File: src/fsfa_pkg.sv
package fsfa_pkg;

   // Pool geometry. At most 256 slots are usable, as a slot index has 8 bits.
   localparam int SLOT_COUNT   = 256;
   localparam int USABLE_SLOTS = (SLOT_COUNT < 256) ? SLOT_COUNT : 256;
   localparam int LINK_AW      = $clog2(USABLE_SLOTS);

   // Field widths.
   localparam int IDX_W  = 8;
   localparam int LIVE_W = 9;
   localparam int SIZE_W = 13;
   localparam int OFF_W  = 20;
   localparam int PROD_W = IDX_W + SIZE_W;

   // Request codes.
   localparam logic [1:0] REQ_ALLOC = 2'd0;
   localparam logic [1:0] REQ_FREE  = 2'd1;
   localparam logic [1:0] REQ_DRY   = 2'd2;

   // Status codes.
   localparam logic [1:0] STAT_DONE    = 2'd0;
   localparam logic [1:0] STAT_EXHAUST = 2'd1;
   localparam logic [1:0] STAT_IGNORED = 2'd2;

   // Slot size limits and live count ceiling.
   localparam logic [SIZE_W-1:0] SIZE_MIN  = 13'd8;
   localparam logic [SIZE_W-1:0] SIZE_MAX  = 13'd4096;
   localparam logic [LIVE_W-1:0] LIVE_MAX  = 9'd511;
   localparam logic [LIVE_W-1:0] FRESH_END = LIVE_W'(USABLE_SLOTS);

   // Commands from the controller to the datapath.
   typedef struct packed {
      logic take;       // a request transfer happens this cycle
      logic link_load;  // the link read for a pop is ready to load
   } ctrl_cmd_type;

   // Status from the datapath to the controller.
   typedef struct packed {
      logic out_free;   // the result register can take a new result
      logic pop_req;    // the waiting request pops the free list
   } dp_status_type;

endpackage

File: src/fsfa_ctrl.sv
module fsfa_ctrl (
   input  logic                   clock,
   input  logic                   reset,
   input  logic                   req_valid,
   output logic                   req_ready,
   input  fsfa_pkg::dp_status_type status,
   output fsfa_pkg::ctrl_cmd_type  cmd
);
   import fsfa_pkg::*;

   localparam logic ST_IDLE = 1'b0;
   localparam logic ST_LINK = 1'b1;

   logic state_ff;
   logic state_in;

   // A request is taken only when idle and the result register has room.
   assign req_ready     = (state_ff == ST_IDLE) && status.out_free;
   assign cmd.take      = req_valid && req_ready;
   assign cmd.link_load = (state_ff == ST_LINK);

   // A pop waits in ST_LINK for the next link to come out of the link memory.
   always_comb begin
      state_in = state_ff;
      unique case (state_ff)
         ST_IDLE: begin
            if (cmd.take && status.pop_req) begin
               state_in = ST_LINK;
            end
         end
         ST_LINK: begin
            state_in = ST_IDLE;
         end
         default: begin
            state_in = ST_IDLE;
         end
      endcase
   end

   always_ff @(posedge clock) begin
      if (reset) begin
         state_ff <= ST_IDLE;
      end else begin
         state_ff <= state_in;
      end
   end

endmodule

File: src/fsfa_dp.sv
module fsfa_dp (
   input  logic                        clock,
   input  logic                        reset,
   input  fsfa_pkg::ctrl_cmd_type       cmd,
   output fsfa_pkg::dp_status_type      status,
   input  logic [1:0]                  req_type,
   input  logic [fsfa_pkg::IDX_W-1:0]  req_free_index,
   input  logic                        req_free_is_null,
   output logic                        rsp_valid,
   input  logic                        rsp_ready,
   output logic [fsfa_pkg::IDX_W-1:0]  rsp_slot_index,
   output logic [fsfa_pkg::OFF_W-1:0]  rsp_byte_offset,
   output logic [1:0]                  rsp_status,
   output logic [fsfa_pkg::LIVE_W-1:0] rsp_live_count,
   input  logic                        csr_we,
   input  logic [fsfa_pkg::SIZE_W-1:0] csr_wdata
);
   import fsfa_pkg::*;

   // Link memory: each entry holds the next free slot and whether it exists.
   logic [IDX_W:0] link_mem [USABLE_SLOTS];
   logic [IDX_W:0] link_rd_ff;
   logic           link_we;

   logic [IDX_W-1:0]  head_ff, head_in;
   logic              head_valid_ff, head_valid_in;
   logic [LIVE_W-1:0] fresh_ff, fresh_in;
   logic [LIVE_W-1:0] live_ff, live_in;
   logic [SIZE_W-1:0] size_ff;

   logic [IDX_W-1:0]  slot;
   logic [1:0]        stat;
   logic              granted;
   logic [PROD_W-1:0] product;

   logic              rsp_valid_ff, rsp_valid_in;
   logic [IDX_W-1:0]  rsp_slot_ff;
   logic [OFF_W-1:0]  rsp_off_ff;
   logic [1:0]        rsp_stat_ff;
   logic [LIVE_W-1:0] rsp_live_ff;

   assign status.out_free = !rsp_valid_ff || rsp_ready;
   assign status.pop_req  = (req_type == REQ_ALLOC) && head_valid_ff;

   // Slot size register, clamped to the legal range when written.
   always_ff @(posedge clock) begin
      if (reset) begin
         size_ff <= SIZE_MIN;
      end else if (csr_we) begin
         if (csr_wdata < SIZE_MIN) begin
            size_ff <= SIZE_MIN;
         end else if (csr_wdata > SIZE_MAX) begin
            size_ff <= SIZE_MAX;
         end else begin
            size_ff <= csr_wdata;
         end
      end
   end

   // Request decode and next pool state.
   always_comb begin
      head_in       = head_ff;
      head_valid_in = head_valid_ff;
      fresh_in      = fresh_ff;
      live_in       = live_ff;
      slot          = '0;
      stat          = STAT_DONE;
      granted       = 1'b0;
      link_we       = 1'b0;
      unique case (req_type)
         REQ_ALLOC: begin
            if (head_valid_ff) begin
               slot    = head_ff;
               granted = 1'b1;
            end else if (fresh_ff < FRESH_END) begin
               slot     = fresh_ff[IDX_W-1:0];
               fresh_in = fresh_ff + 1'b1;
               granted  = 1'b1;
            end else begin
               stat = STAT_EXHAUST;
            end
            if (granted && (live_ff < LIVE_MAX)) begin
               live_in = live_ff + 1'b1;
            end
         end
         REQ_FREE: begin
            if (req_free_is_null || (LIVE_W'(req_free_index) >= FRESH_END)) begin
               stat = STAT_IGNORED;
            end else begin
               link_we       = 1'b1;
               head_in       = req_free_index;
               head_valid_in = 1'b1;
               if (live_ff != '0) begin
                  live_in = live_ff - 1'b1;
               end
            end
         end
         REQ_DRY: begin
            head_in       = '0;
            head_valid_in = 1'b0;
            fresh_in      = '0;
         end
         default: begin
         end
      endcase
      // The popped head is replaced once its link has been read.
      if (cmd.link_load) begin
         head_in       = link_rd_ff[IDX_W-1:0];
         head_valid_in = link_rd_ff[IDX_W];
      end
   end

   assign product = PROD_W'(slot) * PROD_W'(size_ff);

   // Pool state registers.
   always_ff @(posedge clock) begin
      if (reset) begin
         head_ff       <= '0;
         head_valid_ff <= 1'b0;
         fresh_ff      <= '0;
         live_ff       <= '0;
      end else if (cmd.take || cmd.link_load) begin
         head_ff       <= head_in;
         head_valid_ff <= head_valid_in;
         if (cmd.take) begin
            fresh_ff <= fresh_in;
            live_ff  <= live_in;
         end
      end
   end

   // Link memory: a push writes the old head, a pop reads the head's link.
   always_ff @(posedge clock) begin
      if (cmd.take && link_we) begin
         link_mem[req_free_index[LINK_AW-1:0]] <= {head_valid_ff, head_ff};
      end
      if (cmd.take) begin
         link_rd_ff <= link_mem[head_ff[LINK_AW-1:0]];
      end
   end

   // Result register, loaded with every request transfer.
   always_comb begin
      rsp_valid_in = rsp_valid_ff;
      if (cmd.take) begin
         rsp_valid_in = 1'b1;
      end else if (rsp_ready) begin
         rsp_valid_in = 1'b0;
      end
   end

   always_ff @(posedge clock) begin
      if (reset) begin
         rsp_valid_ff <= 1'b0;
      end else begin
         rsp_valid_ff <= rsp_valid_in;
      end
   end

   always_ff @(posedge clock) begin
      if (cmd.take) begin
         rsp_slot_ff <= slot;
         rsp_off_ff  <= product[OFF_W-1:0];
         rsp_stat_ff <= stat;
         rsp_live_ff <= live_in;
      end
   end

   assign rsp_valid       = rsp_valid_ff;
   assign rsp_slot_index  = rsp_slot_ff;
   assign rsp_byte_offset = rsp_off_ff;
   assign rsp_status      = rsp_stat_ff;
   assign rsp_live_count  = rsp_live_ff;

endmodule

File: src/fixed_slot_free_list_allocator.sv
// Fixed-size slot pool with a LIFO free list. Allocate pops the list head or,
// with the list empty, hands out the next never-used slot in ascending order;
// free pushes a slot onto the head; dry-up empties the list and forgets the
// carved slots while keeping the live count. Each request gives one result
// with slot index, byte offset (index times the clamped slot size), status
// and live count. An allocate served from the free list holds off the next
// request until the next link comes out of the registered link memory, in
// the cycle after the read. Results pass through an output register, so a new
// request is taken while the last result is being taken.
module fixed_slot_free_list_allocator (
   input  logic                        clock,
   input  logic                        reset,
   input  logic                        req_valid,
   output logic                        req_ready,
   input  logic [1:0]                  req_type,
   input  logic [fsfa_pkg::IDX_W-1:0]  req_free_index,
   input  logic                        req_free_is_null,
   output logic                        rsp_valid,
   input  logic                        rsp_ready,
   output logic [fsfa_pkg::IDX_W-1:0]  rsp_slot_index,
   output logic [fsfa_pkg::OFF_W-1:0]  rsp_byte_offset,
   output logic [1:0]                  rsp_status,
   output logic [fsfa_pkg::LIVE_W-1:0] rsp_live_count,
   input  logic                        csr_we,
   input  logic [fsfa_pkg::SIZE_W-1:0] csr_wdata
);
   import fsfa_pkg::*;

   ctrl_cmd_type  cmd;
   dp_status_type status;

   // Sequencing of request transfers and pops.
   fsfa_ctrl u_ctrl (
      .clock     (clock),
      .reset     (reset),
      .req_valid (req_valid),
      .req_ready (req_ready),
      .status    (status),
      .cmd       (cmd)
   );

   // Pool state, link memory and result register.
   fsfa_dp u_dp (
      .clock            (clock),
      .reset            (reset),
      .cmd              (cmd),
      .status           (status),
      .req_type         (req_type),
      .req_free_index   (req_free_index),
      .req_free_is_null (req_free_is_null),
      .rsp_valid        (rsp_valid),
      .rsp_ready        (rsp_ready),
      .rsp_slot_index   (rsp_slot_index),
      .rsp_byte_offset  (rsp_byte_offset),
      .rsp_status       (rsp_status),
      .rsp_live_count   (rsp_live_count),
      .csr_we           (csr_we),
      .csr_wdata        (csr_wdata)
   );

endmodule
File: config.mk
export PLATFORM = sky130hd
export DESIGN_NAME = fixed_slot_free_list_allocator
export DESIGN_NICKNAME = d
export VERILOG_FILES = /design/src/fsfa_pkg.sv /design/src/fsfa_ctrl.sv /design/src/fsfa_dp.sv /design/src/fixed_slot_free_list_allocator.sv
export SDC_FILE = /design/constraint.sdc
export NUM_CORES = 2
export LEC_CHECK = 0
export BUFFER_PORTS_ARGS = -buffer_cell sky130_fd_sc_hd__buf_2
export CAP_MARGIN = 20
export CORE_MARGIN = 2
export CORE_UTILIZATION = 40
export DETAILED_ROUTE_END_ITERATION = 8
export SYNTH_ARGS = -nofsm -noshare
export SYNTH_HDL_FRONTEND = slang
export SYNTH_HIERARCHICAL = 1
export SYNTH_SLANG_ARGS = --single-unit
export TNS_END_PERCENT = 20
File: constraint.sdc
create_clock -name clock -period 9.57 [get_ports clock]
set_input_delay 0.4785 -clock clock [delete_from_list [all_inputs] [get_ports clock]]
set_output_delay 0.4785 -clock clock [all_outputs]
set_load 0.05 [all_outputs]
[Word-level counts from Yosys, hierarchy flattened]
Memory sizes are Yosys's and may differ from the RTL's. A register that Yosys moved wholly into a read port is not among the register bits.
Index checks and enable logic that the tools add are counted.
Storage, ports and cells
  bits in writable memories: 2304
  register bits after elaboration: 81
  output and inout bits: 41
  logic and storage cells: 76
  memories: 1
Memories
  u_dp.link_mem: words 256, bits a word 9, read ports 1, clocked after memory_dff 1, wr ports 1, line fsfa_dp.sv:21  | logic [IDX_W:0] link_mem [USABLE_SLOTS];
Operators by class
  bitwise logic cells: 1
  multipliers: 1
  order comparisons: 4
  mux-type cells: 33
  $add $sub $neg: 3
  equality and inequality tests: 5
  reductions and logical operators: 17
Operator list (count)
  $mux W9: 5
  $mux W8: 5
  $pmux W9 S2: 2
  $mux W13: 2
  $mul A8 B13 Y20: 1
  $add A9 B1 Y9 const B: 2
  $lt A9 B9 Y1 const B: 2
  $pmux W8 S2: 1
  $gt A13 B13 Y1 const B: 1
  $lt A13 B4 Y1 const B: 1
  $mux W1: 13
  $reduce_bool A9 Y1: 1
  $sub A9 B1 Y9 const B: 1
  $logic_and A1 B1 Y1: 6
  $reduce_and A5 Y1: 1
  $mux W2: 2
  $ne A2 B2 Y1 const B: 2
  $pmux W1 S2: 2
  $pmux W2 S2: 1
  $reduce_bool A2 Y1: 2
  $ne A3 B3 Y1 const B: 1
  $reduce_and A3 Y1: 1
  $reduce_bool A3 Y1: 1
  $eq A2 B1 Y1 const B: 1
  other kinds (6): 7

[Logic depth before layout (Yosys ltp)]
  depth after elaboration: 7
  mapped depth: 22
  mapped depth without buffers: 20

[Modules after synthesis]
The synthesis kept the hierarchy.
Modules (own cells, without submodules)
  fsfa_dp: times used 1, area each 94568.2 um^2, cells each 4583
  fsfa_ctrl: times used 1, area each 55.1 um^2, cells each 5

[Least setup slack after synthesis]
Ideal clock, no wire load.
  kind: register -> register
  from: reg u_dp.head_ff[1]
  to: reg u_dp.rsp_off_ff[16], in the netlist u_dp/rsp_byte_offset[16], data pin
  arrival time: 8.363 ns
  slack: 0.947 ns
  required time: 9.310 ns
  stages on the path, launching flop included: 23
  period minus slack after synthesis: 8.623 ns
  setup time: 0.260 ns
  path buffers: 5
  cell sequence: dfxtp_1 -> buf_2 -> buf_2 -> buf_2 -> buf_2 -> a22oi_1 -> nor2_1 -> clkbuf_1 -> nand2_1 -> fa_1 -> inv_1 -> ha_1 -> inv_1 -> fa_1 -> inv_1 -> ha_1 -> a21o_1 -> a21o_1 -> a2111oi_0 -> o31ai_1 -> a31o_2 -> a21oi_1 -> xnor2_1
Between the ends
  longest elaborated chain between the ends: 3
Ends and longest elaborated chain
  from (decl): line fsfa_dp.sv:25  | logic [IDX_W-1:0] head_ff, head_in;
  from (signal assigned): line fsfa_dp.sv:123  | head_ff <= head_in;
  $mux W8: line fsfa_dp.sv:72  | if (head_valid_ff) begin
  $mux W8: line fsfa_dp.sv:70  | unique case (req_type)
  via u_dp.slot[1]: line fsfa_dp.sv:31  | logic [IDX_W-1:0] slot;
  $mul A8 B13 Y20: line fsfa_dp.sv:113  | assign product = PROD_W'(slot) * PROD_W'(size_ff);
  via u_dp.product[16]: line fsfa_dp.sv:34  | logic [PROD_W-1:0] product;
  to (signal assigned): line fsfa_dp.sv:163  | rsp_off_ff <= product[OFF_W-1:0];
  to (decl): line fsfa_dp.sv:38  | logic [OFF_W-1:0] rsp_off_ff;
The timed path passes the listed nets, and every way through them passes these cells.
A chain may end at the register's enable or synchronous reset.

[Final worst setup path]
  from: reg u_dp.head_valid_ff
  to: reg u_dp.rsp_off_ff[19], in the netlist u_dp/rsp_byte_offset[19], data pin
Between the ends
  longest elaborated chain between the ends: 3
Ends and longest elaborated chain
  from (decl): line fsfa_dp.sv:26  | logic head_valid_ff, head_valid_in;
  from (signal assigned): line fsfa_dp.sv:124  | head_valid_ff <= head_valid_in;
  $mux W8: line fsfa_dp.sv:72
  $mux W8: line fsfa_dp.sv:70
  $mul A8 B13 Y20: line fsfa_dp.sv:113
  via u_dp.product[19]: line fsfa_dp.sv:34
The timed path passes the listed nets, and every way through them passes these cells.

==> impl_metrics.py <==
metrics = {
    "timing": {
        "worstMarginPinSlew_ps": 1210,
        "hold_violations": 0,
        "slew_headroom_pct": 19.2,
        "fin_crit_ps": 6510,
        "finalMaxSlewViolations": 0,
        "max_freq_mhz": 154,
        "fin_worst_skew_ps": 36.7,
        "rsz0062_at_grt": "false",
        "fin_crit_sh_pct": 68.0,
        "setup_viol": 0,
        "fin_ws_ps": 3060,
        "fin_setup_tns_ps": 0,
    },
    "finish": {
        "drive_above_1_share_pct": 22.1,
        "fill_cells": 19700,
        "syn_to_final_growth_pct": 12.5,
        "design_area_sq_mm": 0.106,
        "final_net_count": 4866,
    },
    "clock_network": {
        "clk_latency_ps": 870,
        "cts-root-buf": "clkbuf_16",
        "cts_tree": "yes",
        "clk_pin_slew_ps": 60,
        "cts.sinks": 2394,
        "cts_hold_buf": 23,
        "post-cts-setup-buffer-count": 0,
        "htree_levels": 4,
        "cts_buffer_depth": 3,
        "cts_resized": 0,
        "cts_buffers": 234,
    },
    "critical_path": {
        "start_kind": "flop",
        "end_kind": "flop",
        "critPathArrivalTime_ps": 7130,
        "critical_path_required_ps": 10190,
        "critical_path_class": "flop to flop",
        "path_max_fanout": 89,
    },
    "detailed_routing": {
        "post_drt_wl_per_cell_um": 27.0,
        "vias": 46000,
        "postRouteWirelength_um": 219000,
        "first_pass_iters": 7,
        "drc_errors": 0,
        "via_per_inst": 5.69,
        "drt_iter0_drc": 5442,
        "detail-route-antenna-nets": 0,
    },
    "placement": {
        "gp_congestion": 0.817,
        "dpl_worst_slack_ps": 3050,
        "place_area_sq_mm": 0.0985,
        "port-buffer-count": 69,
        "dpl.hpwl_um": 128000,
    },
    "logic_synthesis": {
        "synthDistinctLibCells": 62,
        "synthMuxAreaShare_pct": 13.7,
        "ys_seq_area_share_pct": 75.5,
        "syn-instance-count": 4588,
        "yosysTopAreaCell": "edfxtp_1",
        "synth_top_family_by_area": "multiplexers",
        "synthAdderAreaFrac_pct": 1.93,
        "synth_edf_count": 2352,
        "synth_xor_area_share_pct": 0.305,
        "async_reset_ff_share_pct": 0,
        "avgSynthCellArea_sq_um": 20.6,
        "synthTopCellsByArea": "edfxtp_1 75%, mux4_2 14%, nor2_1 1.4%, fa_1 1.4%, a22oi_1 1.3%",
        "ys_ff_latch": 2394,
        "synthSimpleGateAreaFrac_pct": 2.96,
        "synth_nets": 4724,
        "yosysMostFrequentCell": "edfxtp_1",
        "syn_area_sq_mm": 0.0946,
        "synth_compound_area_share_pct": 3.95,
        "synth_top_area_share_pct": 74.6,
        "yosys-top-cells-count": "2,352 x edfxtp_1, 576 x mux4_2, 350 x nor2_1",
        "ys_warn_count": 6,
        "synthFlopType": "edfxtp_1",
    },
    "global_routing": {
        "track_usage_pct": 17.9,
        "grt_max_degree": 201,
        "antenna_found_initial": 9,
        "grt.overflow.total": 0,
        "grt_pass1_vias": 46100,
        "grt_first_pass_wirelength_um": 320000,
    },
    "flow_run": {
        "cap_violations": 0,
    },
    "floorplanning": {
        "dieArea_sq_mm": 0.240,
        "die_h_um": 490,
        "pin_count": 70,
        "core_sq_mm": 0.235,
        "start_util_pct": 40.2,
        "die_x_um": 490,
        "rows": 178,
    },
    "power_and_ir_drop": {
        "power_density_mw_per_mm2": 198,
        "power_w": 0.0211,
        "p_leak_nw": 34.8,
        "ir_drop_mv": 0.150,
    },
    "worst_hold_path": {
        "hp-class": "input pin to flop",
    },
    "status": {
        "status": "finished clean",
    },
}
==> cells by family (layout without fill, tap and decap cells) <==
logic type / Yosys count / after routing
and+or+nand+nor: 621 / 621
buffers and inverters: 350 / 700
other: 0 / 5
AOI/OAI and AO/OA: 505 / 505
DFF: 2394 / 2394
muxes: 578 / 578
xor gates and xnor gates: 33 / 33
adders and majority gates: 107 / 107
==> area by class of cell <==
| type | count | area, sq um | area share [%] |
|---|---|---|---|
| diodes | 5 | 12.5 | 0.0118 |
| clock buffers | 277 | 6060 | 5.69 |
| clock inverters | 167 | 1600 | 1.50 |
| inverters | 85 | 319 | 0.300 |
| multi-input cells | 1844 | 21700 | 20.4 |
| flip-flops and latches | 2394 | 71500 | 67.2 |
| well taps | 3150 | 3940 | 3.70 |
| repair buffers | 171 | 1250 | 1.18 |
==> layout by cell type (no fill, tap or decap), types with 33 or more instances in the layout <==
master,n
a221oi_1,74
edfxtp_1,2352
a21oi_1,103
ha_1,42
mux4_2,576
clkinv_1,67
clkinv_2,46
clkbuf_1,41
inv_1,85
fa_1,65
buf_4,71
buf_2,69
a22oi_1,162
and2_1,86
dfxtp_1,33
nor2_1,348
clkbuf_16,236
a22o_1,72
nand2_1,69
==> worst max-delay path: stages, from the launching register on <==
cell,delay [ps]
dfxtp_4,540
nor2_1,590
a22oi_1,140
nor2_1,860
nand2_1,190
fa_1,540
fa_1,560
inv_1,60
fa_1,480
inv_1,50
fa_1,470
inv_1,40
ha_1,340
a21o_1,200
a21oi_1,190
a21oi_1,130
o211ai_1,290
a21oi_1,140
a311o_1,370
==> flip-flops by register name, indices dropped and copies added (netlist names) <==
name and flops:
u_dp/rsp_valid 1, u_dp/rsp_live_count 9, u_dp/live_ff 9, u_dp/head_valid_ff 1, u_dp/link_rd_ff 9, u_dp/rsp_byte_offset 20, u_dp/rsp_status 2, u_dp/size_ff 13
u_ctrl/state_ff 1, u_dp/head_ff 8, u_dp/rsp_slot_index 8, u_dp/link_mem 2304, u_dp/fresh_ff 9
==> stage by stage <==
stage	std cells	util, %	hold WS [ps]
6_report	8093	45.3	101
4_1_cts	8086	45.2	9.35
2_1_floorplan	4588	-	462
3_3_place_gp	7618	41.9	445
5_1_grt	8092	45.3	82.2
3_5_place_dp	7619	41.9	448
==> report_power, final <==
| group | internal [W] | switching [W] | total [W] | leakage (nW) |
|---|---|---|---|---|
| logic | 0.000136 | 0.000313 | 0.000449 | 7.26 |
| clock network | 0.00525 | 0.00391 | 0.00916 | 3.74 |
| registers | 0.0114 | 0.0000237 | 0.0114 | 23.8 |
==> layer usage <==
| layer | GRT usage, % | wire (um) | vias to the layer above |
|---|---|---|---|
| met5 | 0 | 0 | - |
| met4 | 5.37 | 5760 | 0 |
| met3 | 3.04 | 14400 | 337 |
| met2 | 27.8 | 104000 | 1639 |
| met1 | 26.0 | 94800 | 24800 |
| li1 | - | - | 19300 |
==> final timing paths <==
check,end,slack (ps),cells after the start,startpoint
max reg2reg,u_dp/rsp_byte_offset[19],3060,18,u_dp/head_valid_ff
min reg2reg,u_dp/link_mem[252][3],460,0,u_dp/head_ff[3]
max,u_dp/rsp_byte_offset[19],3060,18,u_dp/head_valid_ff
min,u_dp/live_ff[1],100,4,req_type[1]
(Power assumes the default switching activity.)
